<file path="config.mk">
export PLATFORM = sky130hd
export DESIGN_NAME = interval_timeout_timer_table
export DESIGN_NICKNAME = d
export VERILOG_FILES = /design/src/itt_pkg.sv /design/src/interval_timeout_timer_table.sv /design/src/itt_front.sv /design/src/itt_back.sv
export SDC_FILE = /design/constraint.sdc
export NUM_CORES = 2
export LEC_CHECK = 0
export BUFFER_PORTS_ARGS = -buffer_cell sky130_fd_sc_hd__buf_4
export CAP_MARGIN = 5
export CELL_PAD_IN_SITES_DETAIL_PLACEMENT = 1
export CELL_PAD_IN_SITES_GLOBAL_PLACEMENT = 2
export CORE_ASPECT_RATIO = 1.2
export CORE_MARGIN = 2
export CORE_UTILIZATION = 29
export CTS_CLUSTER_DIAMETER = 30
export DETAILED_ROUTE_END_ITERATION = 8
export GPL_TIMING_DRIVEN = 0
export PLACE_DENSITY = 0.51
export SLEW_MARGIN = 40
export SYNTH_ARGS = -nofsm -noshare
export SYNTH_HDL_FRONTEND = slang
export SYNTH_HIERARCHICAL = 1
export SYNTH_SLANG_ARGS = --single-unit
</file>
<file path="constraint.sdc">
create_clock -name clk_i -period 11.7 [get_ports clk_i]
set_input_delay 0.585 -clock clk_i [delete_from_list [all_inputs] [get_ports clk_i]]
set_output_delay 0.585 -clock clk_i [all_outputs]
set_load 0.01 [all_outputs]
</file>
<file path="src/itt_pkg.sv">
// itt_pkg: shared types and constants for the interval/timeout timer table
// no dependencies
`timescale 1ns / 1ps
package itt_pkg;

  localparam int unsigned MaxTasks   = 16;
  localparam int unsigned IdBits     = 16;
  localparam int unsigned ClearDepth = 16;
  localparam int unsigned MaxResults = 16;
  localparam int unsigned FifoDepth  = 2;

  typedef enum logic [2:0] {
    OP_ADD_INTERVAL = 3'd0,
    OP_ADD_TIMEOUT  = 3'd1,
    OP_CLEAR_ID     = 3'd2,
    OP_TICK         = 3'd3,
    OP_RESTART_ALL  = 3'd4
  } op_e;

  typedef enum logic [1:0] {
    KIND_ASSIGNED = 2'd0,
    KIND_FULL     = 2'd1,
    KIND_FIRED    = 2'd2
  } kind_e;

  // command handed from front to back
  typedef struct packed {
    op_e         op;
    logic [31:0] period;
    logic [31:0] now;
    logic [15:0] target;
    logic [7:0]  tag;
  } cmd_t;

  typedef enum logic [2:0] {
    ST_IDLE,
    ST_CLEAR,
    ST_CLEAR_SHIFT,
    ST_FIRE,
    ST_REMOVE,
    ST_OUT
  } state_e;

endpackage

</file>
<file path="src/interval_timeout_timer_table.sv">
// interval_timeout_timer_table: top level of the timer table
// depends on itt_pkg, itt_front, itt_back
//
// Channels: input items (operation, period, now, target id, owner tag) on
// in_valid_i/in_ready_o; results (kind, timer id, tag, last_of_run) on
// out_valid_o/out_ready_i. A transfer happens when valid and ready are high.
// An add gives one result once the sequencer is idle; the result passes
// through the command queue and the output register. A clear or a restart
// gives none. A tick walks the table one entry per cycle while the output
// can take results: one pass per queued clear, a check of the clear queue,
// a fire pass, a removal pass, and a final step that hands out the last
// fire. The back sequencer performs this entry walk.
// A two-entry command queue sits between the front and the sequencer.
// Reset empties the table, the clear queue and the command queue; ids start
// at 1. A stalled receiver holds the output register and one skid entry; the
// sequencer then pauses until the result can be taken.
`timescale 1ns / 1ps
module interval_timeout_timer_table #(
  parameter int unsigned MAX_TASKS = itt_pkg::MaxTasks,
  parameter int unsigned ID_BITS   = itt_pkg::IdBits
) (
  input  logic        clk_i,
  input  logic        rst_ni,
  input  logic        in_valid_i,
  output logic        in_ready_o,
  input  logic [2:0]  operation_i,
  input  logic [31:0] period_ms_i,
  input  logic [31:0] now_ms_i,
  input  logic [15:0] target_id_i,
  input  logic [7:0]  owner_tag_i,
  output logic        out_valid_o,
  input  logic        out_ready_i,
  output logic [1:0]  kind_o,
  output logic [15:0] timer_id_o,
  output logic [7:0]  tag_out_o,
  output logic        last_of_run_o
);
  logic          cmd_valid, cmd_ready;
  itt_pkg::cmd_t cmd;

  itt_front u_front (
    .clk_i, .rst_ni, .in_valid_i, .in_ready_o, .operation_i, .period_ms_i,
    .now_ms_i, .target_id_i, .owner_tag_i,
    .cmd_valid_o(cmd_valid), .cmd_ready_i(cmd_ready), .cmd_o(cmd)
  );

  itt_back #(.MAX_TASKS(MAX_TASKS), .ID_BITS(ID_BITS)) u_back (
    .clk_i, .rst_ni, .cmd_valid_i(cmd_valid), .cmd_ready_o(cmd_ready), .cmd_i(cmd),
    .out_valid_o, .out_ready_i, .kind_o,
    .timer_id_o, .tag_out_o, .last_of_run_o
  );

endmodule

</file>
<file path="src/itt_front.sv">
// itt_front: input stage; drops unknown operations and queues commands
// depends on itt_pkg
`timescale 1ns / 1ps
module itt_front (
  input  logic                 clk_i,
  input  logic                 rst_ni,
  input  logic                 in_valid_i,
  output logic                 in_ready_o,
  input  logic [2:0]           operation_i,
  input  logic [31:0]          period_ms_i,
  input  logic [31:0]          now_ms_i,
  input  logic [15:0]          target_id_i,
  input  logic [7:0]           owner_tag_i,
  output logic                 cmd_valid_o,
  input  logic                 cmd_ready_i,
  output itt_pkg::cmd_t        cmd_o
);
  localparam int unsigned AW = $clog2(itt_pkg::FifoDepth);

  itt_pkg::cmd_t      mem_q [itt_pkg::FifoDepth];
  logic [AW-1:0]      wr_q, rd_q;
  logic [AW:0]        cnt_q;
  logic               known, push, pop;

  assign known      = (operation_i <= itt_pkg::OP_RESTART_ALL);
  assign in_ready_o = (cnt_q != (AW+1)'(itt_pkg::FifoDepth));
  assign push       = in_valid_i && in_ready_o && known;
  assign cmd_valid_o = (cnt_q != '0);
  assign pop        = cmd_valid_o && cmd_ready_i;
  assign cmd_o      = mem_q[rd_q];

  always_ff @(posedge clk_i) begin
    if (push) begin
      mem_q[wr_q] <= '{op: itt_pkg::op_e'(operation_i), period: period_ms_i,
                       now: now_ms_i, target: target_id_i, tag: owner_tag_i};
    end
  end

  always_ff @(posedge clk_i or negedge rst_ni) begin
    if (!rst_ni) begin
      wr_q  <= '0;
      rd_q  <= '0;
      cnt_q <= '0;
    end else begin
      if (push) wr_q <= (wr_q == AW'(itt_pkg::FifoDepth - 1)) ? '0 : wr_q + 1'b1;
      if (pop)  rd_q <= (rd_q == AW'(itt_pkg::FifoDepth - 1)) ? '0 : rd_q + 1'b1;
      cnt_q <= cnt_q + (AW+1)'(push) - (AW+1)'(pop);
    end
  end

  assert property (@(posedge clk_i) disable iff (!rst_ni)
    cnt_q <= (AW+1)'(itt_pkg::FifoDepth)) else $error("queue overflow");
  assert property (@(posedge clk_i) disable iff (!rst_ni)
    (cnt_q == '0) |-> !pop) else $error("pop from empty queue");
  assert property (@(posedge clk_i) disable iff (!rst_ni)
    (in_valid_i && in_ready_o && !known) |=> (cnt_q == $past(cnt_q) - (AW+1)'($past(pop))))
    else $error("unknown op queued");

endmodule

</file>
<file path="src/itt_back.sv">
// itt_back: timer table storage and sequencer walking entries one per cycle unless stalled
// depends on itt_pkg
`timescale 1ns / 1ps
module itt_back #(
  parameter int unsigned MAX_TASKS = itt_pkg::MaxTasks,
  parameter int unsigned ID_BITS   = itt_pkg::IdBits
) (
  input  logic           clk_i,
  input  logic           rst_ni,
  input  logic           cmd_valid_i,
  output logic           cmd_ready_o,
  input  itt_pkg::cmd_t  cmd_i,
  output logic           out_valid_o,
  input  logic           out_ready_i,
  output logic [1:0]     kind_o,
  output logic [15:0]    timer_id_o,
  output logic [7:0]     tag_out_o,
  output logic           last_of_run_o
);
  localparam int unsigned EW = (MAX_TASKS > 1) ? $clog2(MAX_TASKS) : 1;
  localparam int unsigned CW = $clog2(itt_pkg::ClearDepth);
  localparam int unsigned RW = $clog2(itt_pkg::MaxResults + 1);

  logic [ID_BITS-1:0] id_q   [MAX_TASKS];
  logic [31:0]        per_q  [MAX_TASKS];
  logic [31:0]        st_q   [MAX_TASKS];
  logic               tmo_q  [MAX_TASKS];
  logic [7:0]         tag_q  [MAX_TASKS];
  logic [MAX_TASKS-1:0] fired_q;
  logic [EW:0]        used_q;
  logic [ID_BITS-1:0] next_id_q;
  logic [15:0]        clr_q [itt_pkg::ClearDepth];
  logic [CW:0]        clr_cnt_q;
  logic [CW:0]        ci_q;
  logic [EW:0]        ei_q;
  logic [RW-1:0]      k_q;
  itt_pkg::cmd_t      cmd_q;
  itt_pkg::state_e    state_q, state_d;

  // result register plus one skid entry
  logic        ov_q, last_q;
  logic [1:0]  okind_q;
  logic [15:0] oid_q;
  logic [7:0]  otag_q;
  logic        pend_q;
  logic [1:0]  pkind_q;
  logic [15:0] pid_q;
  logic [7:0]  ptag_q;
  logic        plast_q;

  logic        emit;
  logic [1:0]  ekind;
  logic [15:0] eid;
  logic [7:0]  etag;
  logic        room;
  logic [EW-1:0] ei;
  logic          ready_hit;
  logic [ID_BITS-1:0] nid_inc;

  assign ei = ei_q[EW-1:0];
  assign room = !pend_q;
  assign cmd_ready_o = (state_q == itt_pkg::ST_IDLE) && room;
  assign ready_hit = ((cmd_q.now - st_q[ei]) >= per_q[ei]);
  assign nid_inc = next_id_q + 1'b1;

  always_ff @(posedge clk_i or negedge rst_ni) begin
    if (!rst_ni) state_q <= itt_pkg::ST_IDLE;
    else         state_q <= state_d;
  end

  always_comb begin
    state_d = state_q;
    emit = 1'b0; ekind = itt_pkg::KIND_FIRED; eid = '0; etag = '0;
    unique case (state_q)
      itt_pkg::ST_IDLE: begin
        if (cmd_valid_i && cmd_ready_o) begin
          unique case (cmd_i.op)
            itt_pkg::OP_ADD_INTERVAL, itt_pkg::OP_ADD_TIMEOUT: begin
              emit = 1'b1;
              if (used_q == (EW+1)'(MAX_TASKS)) begin
                ekind = itt_pkg::KIND_FULL;
              end else begin
                ekind = itt_pkg::KIND_ASSIGNED;
                eid = 16'(next_id_q);
                etag = cmd_i.tag;
              end
            end
            itt_pkg::OP_TICK: state_d = itt_pkg::ST_CLEAR;
            default: ;
          endcase
        end
      end
      itt_pkg::ST_CLEAR: begin
        if (ci_q == clr_cnt_q) state_d = itt_pkg::ST_FIRE;
        else if (ei_q == used_q) state_d = itt_pkg::ST_CLEAR;
        else if (32'(id_q[ei]) == 32'(clr_q[ci_q[CW-1:0]]))
          state_d = itt_pkg::ST_CLEAR_SHIFT;
      end
      itt_pkg::ST_CLEAR_SHIFT: begin
        if (ei_q + 1'b1 >= used_q) state_d = itt_pkg::ST_CLEAR;
      end
      itt_pkg::ST_FIRE: begin
        if (ei_q == used_q) state_d = itt_pkg::ST_REMOVE;
        else if (room && k_q != RW'(itt_pkg::MaxResults) && ready_hit) begin
          emit = 1'b1; ekind = itt_pkg::KIND_FIRED;
          eid = 16'(id_q[ei]); etag = tag_q[ei];
        end
      end
      itt_pkg::ST_REMOVE: begin
        if (ei_q == '0) state_d = itt_pkg::ST_OUT;
      end
      itt_pkg::ST_OUT: begin
        if (room) state_d = itt_pkg::ST_IDLE;
      end
      default: state_d = itt_pkg::ST_IDLE;
    endcase
  end

  // sequencer counters; in the removal pass the entry being checked is at ei_q - 1
  always_ff @(posedge clk_i or negedge rst_ni) begin
    if (!rst_ni) begin
      used_q    <= '0;
      next_id_q <= ID_BITS'(1);
      clr_cnt_q <= '0;
      ci_q      <= '0;
      ei_q      <= '0;
      k_q       <= '0;
      fired_q   <= '0;
    end else begin
      unique case (state_q)
        itt_pkg::ST_IDLE: begin
          if (cmd_valid_i && cmd_ready_o) begin
            unique case (cmd_i.op)
              itt_pkg::OP_ADD_INTERVAL, itt_pkg::OP_ADD_TIMEOUT: begin
                if (used_q != (EW+1)'(MAX_TASKS)) begin
                  used_q <= used_q + 1'b1;
                  next_id_q <= (nid_inc == '0) ? ID_BITS'(1) : nid_inc;
                end
              end
              itt_pkg::OP_CLEAR_ID:
                if (clr_cnt_q != (CW+1)'(itt_pkg::ClearDepth))
                  clr_cnt_q <= clr_cnt_q + 1'b1;
              itt_pkg::OP_TICK: begin
                ci_q <= '0; ei_q <= '0; k_q <= '0; fired_q <= '0;
              end
              default: ;
            endcase
          end
        end
        itt_pkg::ST_CLEAR: begin
          if (ci_q == clr_cnt_q) begin
            clr_cnt_q <= '0; ei_q <= '0;
          end else if (state_d == itt_pkg::ST_CLEAR_SHIFT) begin
            ;
          end else if (ei_q == used_q) begin
            ci_q <= ci_q + 1'b1; ei_q <= '0;
          end else begin
            ei_q <= ei_q + 1'b1;
          end
        end
        itt_pkg::ST_CLEAR_SHIFT: begin
          if (ei_q + 1'b1 >= used_q) begin
            used_q <= used_q - 1'b1; ci_q <= ci_q + 1'b1; ei_q <= '0;
          end else begin
            ei_q <= ei_q + 1'b1;
          end
        end
        itt_pkg::ST_FIRE: begin
          if (ei_q == used_q) begin
            ei_q <= used_q;
          end else if (room) begin
            if (emit) begin
              k_q <= k_q + 1'b1;
              fired_q[ei] <= 1'b1;
            end
            ei_q <= ei_q + 1'b1;
          end
        end
        itt_pkg::ST_REMOVE: begin
          // walk from the top down, removing fired timeouts one per cycle
          if (ei_q != '0) begin
            if (fired_q[EW'(ei_q - 1'b1)] && tmo_q[EW'(ei_q - 1'b1)]) begin
              fired_q[EW'(ei_q - 1'b1)] <= 1'b0;
              used_q <= used_q - 1'b1;
            end
            ei_q <= ei_q - 1'b1;
          end
        end
        default: ;
      endcase
    end
  end

  // entry storage
  always_ff @(posedge clk_i) begin
    if (state_q == itt_pkg::ST_IDLE && cmd_valid_i && cmd_ready_o) begin
      cmd_q <= cmd_i;
      if ((cmd_i.op == itt_pkg::OP_ADD_INTERVAL || cmd_i.op == itt_pkg::OP_ADD_TIMEOUT)
          && used_q != (EW+1)'(MAX_TASKS)) begin
        id_q[EW'(used_q)]  <= next_id_q;
        per_q[EW'(used_q)] <= cmd_i.period;
        st_q[EW'(used_q)]  <= cmd_i.now;
        tmo_q[EW'(used_q)] <= (cmd_i.op == itt_pkg::OP_ADD_TIMEOUT);
        tag_q[EW'(used_q)] <= cmd_i.tag;
      end
      if (cmd_i.op == itt_pkg::OP_CLEAR_ID && clr_cnt_q != (CW+1)'(itt_pkg::ClearDepth))
        clr_q[clr_cnt_q[CW-1:0]] <= cmd_i.target;
      if (cmd_i.op == itt_pkg::OP_RESTART_ALL)
        for (int i = 0; i < MAX_TASKS; i++) st_q[i] <= cmd_i.now;
    end
    if (state_q == itt_pkg::ST_FIRE && emit) st_q[ei] <= cmd_q.now;
    // compaction: move entries above the removed slot down by one
    if ((state_q == itt_pkg::ST_CLEAR_SHIFT && ei_q + 1'b1 < used_q)) begin
      id_q[ei]  <= id_q[EW'(ei_q + 1'b1)];
      per_q[ei] <= per_q[EW'(ei_q + 1'b1)];
      st_q[ei]  <= st_q[EW'(ei_q + 1'b1)];
      tmo_q[ei] <= tmo_q[EW'(ei_q + 1'b1)];
      tag_q[ei] <= tag_q[EW'(ei_q + 1'b1)];
    end
    if (state_q == itt_pkg::ST_REMOVE && ei_q != '0 &&
        fired_q[EW'(ei_q - 1'b1)] && tmo_q[EW'(ei_q - 1'b1)]) begin
      for (int i = 0; i < MAX_TASKS - 1; i++) begin
        if (EW'(i) >= EW'(ei_q - 1'b1)) begin
          id_q[i]  <= id_q[i+1];
          per_q[i] <= per_q[i+1];
          st_q[i]  <= st_q[i+1];
          tmo_q[i] <= tmo_q[i+1];
          tag_q[i] <= tag_q[i+1];
        end
      end
    end
  end

  // output register with one skid entry; last flag is set on every add result and on
  // the final fire, by holding each fire until the next one and marking it when the run ends
  logic        hv_q;
  logic [15:0] hid_q;
  logic [7:0]  htag_q;
  logic        flush, push_now, push_last;
  logic [1:0]  pk;
  logic [15:0] pi;
  logic [7:0]  pt;

  assign flush = (state_q == itt_pkg::ST_OUT) && room && hv_q;
  always_comb begin
    push_now = 1'b0; push_last = 1'b0; pk = itt_pkg::KIND_FIRED; pi = hid_q; pt = htag_q;
    if (state_q == itt_pkg::ST_IDLE && emit) begin
      push_now = 1'b1; push_last = 1'b1; pk = ekind; pi = eid; pt = etag;
    end else if (state_q == itt_pkg::ST_FIRE && emit && hv_q) begin
      push_now = 1'b1;
    end else if (flush) begin
      push_now = 1'b1; push_last = 1'b1;
    end
  end

  always_ff @(posedge clk_i or negedge rst_ni) begin
    if (!rst_ni) begin
      hv_q <= 1'b0; ov_q <= 1'b0; pend_q <= 1'b0;
    end else begin
      if (state_q == itt_pkg::ST_FIRE && emit) hv_q <= 1'b1;
      else if (flush) hv_q <= 1'b0;
      if (ov_q && out_ready_i) begin
        if (pend_q) begin
          pend_q <= push_now;
        end else begin
          ov_q <= push_now;
        end
      end else if (push_now) begin
        if (ov_q) pend_q <= 1'b1;
        else      ov_q   <= 1'b1;
      end
    end
  end

  always_ff @(posedge clk_i) begin
    if (state_q == itt_pkg::ST_FIRE && emit) begin
      hid_q <= eid; htag_q <= etag;
    end
    if (ov_q && out_ready_i) begin
      if (pend_q) begin
        okind_q <= pkind_q; oid_q <= pid_q; otag_q <= ptag_q; last_q <= plast_q;
        if (push_now) begin
          pkind_q <= pk; pid_q <= pi; ptag_q <= pt; plast_q <= push_last;
        end
      end else if (push_now) begin
        okind_q <= pk; oid_q <= pi; otag_q <= pt; last_q <= push_last;
      end
    end else if (push_now) begin
      if (ov_q) begin
        pkind_q <= pk; pid_q <= pi; ptag_q <= pt; plast_q <= push_last;
      end else begin
        okind_q <= pk; oid_q <= pi; otag_q <= pt; last_q <= push_last;
      end
    end
  end

  assign out_valid_o   = ov_q;
  assign kind_o        = okind_q;
  assign timer_id_o    = oid_q;
  assign tag_out_o     = otag_q;
  assign last_of_run_o = last_q;

  assert property (@(posedge clk_i) disable iff (!rst_ni)
    used_q <= (EW+1)'(MAX_TASKS)) else $error("table count overflow");
  assert property (@(posedge clk_i) disable iff (!rst_ni)
    next_id_q != '0) else $error("zero id issued");
  assert property (@(posedge clk_i) disable iff (!rst_ni)
    pend_q |-> ov_q) else $error("skid full with empty output");
  assert property (@(posedge clk_i) disable iff (!rst_ni)
    k_q <= RW'(itt_pkg::MaxResults)) else $error("too many fires");

endmodule
</file>
==> impl_results.md <==
- Most frequent CP cell: buf_6
- Share of layout cells above drive strength 1: 0.309
- GPL Wtd Cong: 0.855
- Die Y: 680 µm
- H-tree depth: 6
- Initial DRC count: 7245
- Clock Path Buffers: 4
- Fillers: 39200
- DRC: 0
- WP data required: 12.44 ns
- Die Width: 567 µm
- CTS tree: done
- Largest net degree at the start of global routing: 68
- Syn. warnings: 6
- CTS root buffer: clkbuf_16
- Post-DR vias/cell: 5.47
- Synth Register Bits: 2039
- Post-synth EDFFs: 1972
- I/O pin count: 124
- # port buffers: 123
- Vias in the first global route: 86800
- Post-Synthesis Cells: 8388
- Most common cell after layout, fill and taps aside: edfxtp_1
- CTS sink count: 2039
- CP startpoint kind: register
- Via count: 81600
- GR peak layer: met2
- Post-layout net count: 9604
- CP startpoint: u_back/ei_q[0]
- Synth top area cells: edfxtp_1, mux4_2, nor2_1
- GRT Total Usage: 0.276
- Final hold vios: 0
- Total Wirelength: 541 mm
- Clk_skew: 0.0632 ns
- Average size of a mapped cell: 13.1 µm²
- Post-place setup slack: -1.12 ns
- Fin worst setup slack: 0.332 ns
- HPWL after DPL: 406 mm
- Core Box Area: 379000 µm²
- Multi-input logic area: 46200 µm²
- Area of the mapped netlist: 110000 µm²
- First-pass GRT wire length: 737 mm
- Met1 Track Usage GR: 0.326
- CTS Buf Count: 597
- Yosys top cell by area: edfxtp_1
- CP endpoint kind: register
- Netlist cell types: 87
- Min Tclk post-route: 11.37 ns
- Cell Count, Final, Fillers Out: 14900
- Slowest CP cell: xnor2_1
- RR Startpoint: u_back/ei_q[0]
- Fin crit share: 0.972
- Crit path max-delay family: buffers and inverters
- Least-Margin Pin Slew: 0.989 ns
- Slew HR: 0.341
- Initial antenna violation count: 41
- Pwr dens: 398 nW/µm²
- Slew Viols, Final: 0
- Worst EP arrival: 12.11 ns
- Status: finished clean
- Final setup fails: 0
- Min-Delay Path Class: primary input to asynchronous set/reset pin
- CP bufs+invs: 16
- Crit-path max cell delay: 0.70 ns
- Grt total ovfl: 0
- Grt met2 use: 0.478
- Routing usage on met3: 0.0475
- DR WL/cell: 36.3 µm
- Register area: 60900 µm²
- Synth-to-layout area growth: 29.3%
- Clock transition at path regs: 0.04 ns
- Max_cap viols: 0
- Lkg Pwr: 0.0511 µW
- Setup CP Type: register to register
- Async SR Flop Fraction: 0.0329
- Seq/Total Area, Yosys: 0.552
- Most frequent cells in the layout: edfxtp_1, nor2_1, nand2_1, mux4_2, o21ai_0
- RSZ-0062 raised after global routing: no
- Standard-cell rows: 248
- Setup_tns: 0 ns
- Antenna-violating nets left: 0
- CP max FO: 11
- R2R Setup Slk: 0.33 ns
- Mapped Nets: 8571
- Fmax: 88.0 MHz
- Worst-Skew Late Latency: 1.08 ns
- Initial core utilization: 0.291
- Drt pass-1 iters: 7
- Top FF cell, synth: edfxtp_1
- Area of the die: 385000 µm²
- Synth top area share: 0.537
- Dpl cells: 13700
- Max IR drop VDD: 0.271 mV
kinds of logic after synthesis:
| logic type | share of synthesized area |
|---|---|
| simple gates | 0.103 |
| flops | 0.552 |
| mux | 0.237 |
| compound gates | 0.0556 |
| buf+inv | 0.0353 |
| fa+ha+maj | 0.0101 |
| xor+xnor | 0.00692 |
where the power goes:
part / switching (µW) / internal, µW
clock network: 5030 / 10600
logic: 18500 / 9980
registers: 742 / 11900
sequential cells by signal (all words and copies together) (netlist names), 32 cells and up:
signal	count
u_back/clr_q	256
u_back/cmd_q	32
u_back/id_q	256
u_back/per_q	512
u_back/st_q	512
u_back/tag_q	128
u_front/mem_q	182
area by class of cell:
| cell class | instances | area share |
|---|---|---|
| tap | 5000 | 0.0439 |
| sequential | 2039 | 0.427 |
| clock buffer | 720 | 0.110 |
| timing repair buffer | 435 | 0.0398 |
| buffer | 698 | 0.0264 |
| antenna | 17 | 0.000298 |
| multi-input combinational | 5521 | 0.324 |
| clock inverter | 356 | 0.0254 |
| inverter | 129 | 0.00341 |
synthesized netlist by cell type (all sizes together), types with 25 or more instances:
cell and number:
a22oi 31, a21o 30, xnor2 53, xor2 32
mux2i 35, a22o 54, dfrtp 66, o21ai 717
a31oi 36, clkbuf 348, mux2 567, nor2 1363
mux4 846, buf 351, a21oi 97, and2 25
ha 86, nor3 54, nand3 170, edfxtp 1972
nand2 1123, inv 129
worst paths after layout:
check                                       end  cells past startpoint
setup / recovery             u_back/st_q[10][4]                     35
hold / removal             u_back/next_id_q[14]                      2
setup reg to reg             u_back/st_q[10][4]                     35
hold reg to reg                u_front/cnt_q[1]                      1
max in group asynchronous    u_back/fired_q[13]                      2
min in group clk_i         u_front/mem_q[1][20]                      2
metrics by stage:
step / hold WS (ns) / util / power, µW / instance area [µm²]
after floorplan: 0.289 / - / 28700 / 110000
after global placement: 0.481 / 0.310 / 40000 / 117000
after detailed placement: 0.501 / 0.322 / 41300 / 122000
after CTS: 0.102 / 0.375 / 57300 / 142000
after global routing: 0.143 / 0.376 / 59500 / 143000
final: 0.115 / 0.376 / 56800 / 143000
worst register-to-register path, delay by kind of cell (launching register included):
kind / cells / cell delay (ns)
buffers and inverters: 16 / 4.46
AOI/OAI and AO/OA: 9 / 1.93
and+or+nand+nor: 5 / 1.56
muxes: 2 / 1.19
adders and majority gates: 2 / 0.79
xor gates and xnor gates: 1 / 0.70
DFF: 1 / 0.43
per-layer routing:
| layer | up-vias | part of all wire |
|---|---|---|
| met2 | 3019 | 0.50 |
| li1 | 34000 | - |
| met5 | - | 0.000061 |
| met4 | 6 | 0.062 |
| met3 | 1062 | 0.057 |
| met1 | 43500 | 0.38 |
repair_timing:
item / 4_1_cts / 5_1_grt
endpoints found under the hold margin: 253 / 0
setup endpoints to repair: 994 / 222
resized for setup: 29 / 9
pin swaps: 6 / 0
buffers inserted: 9 / 0
hold buffers: 94 / 0
Power figures use the tool's default switching activity.
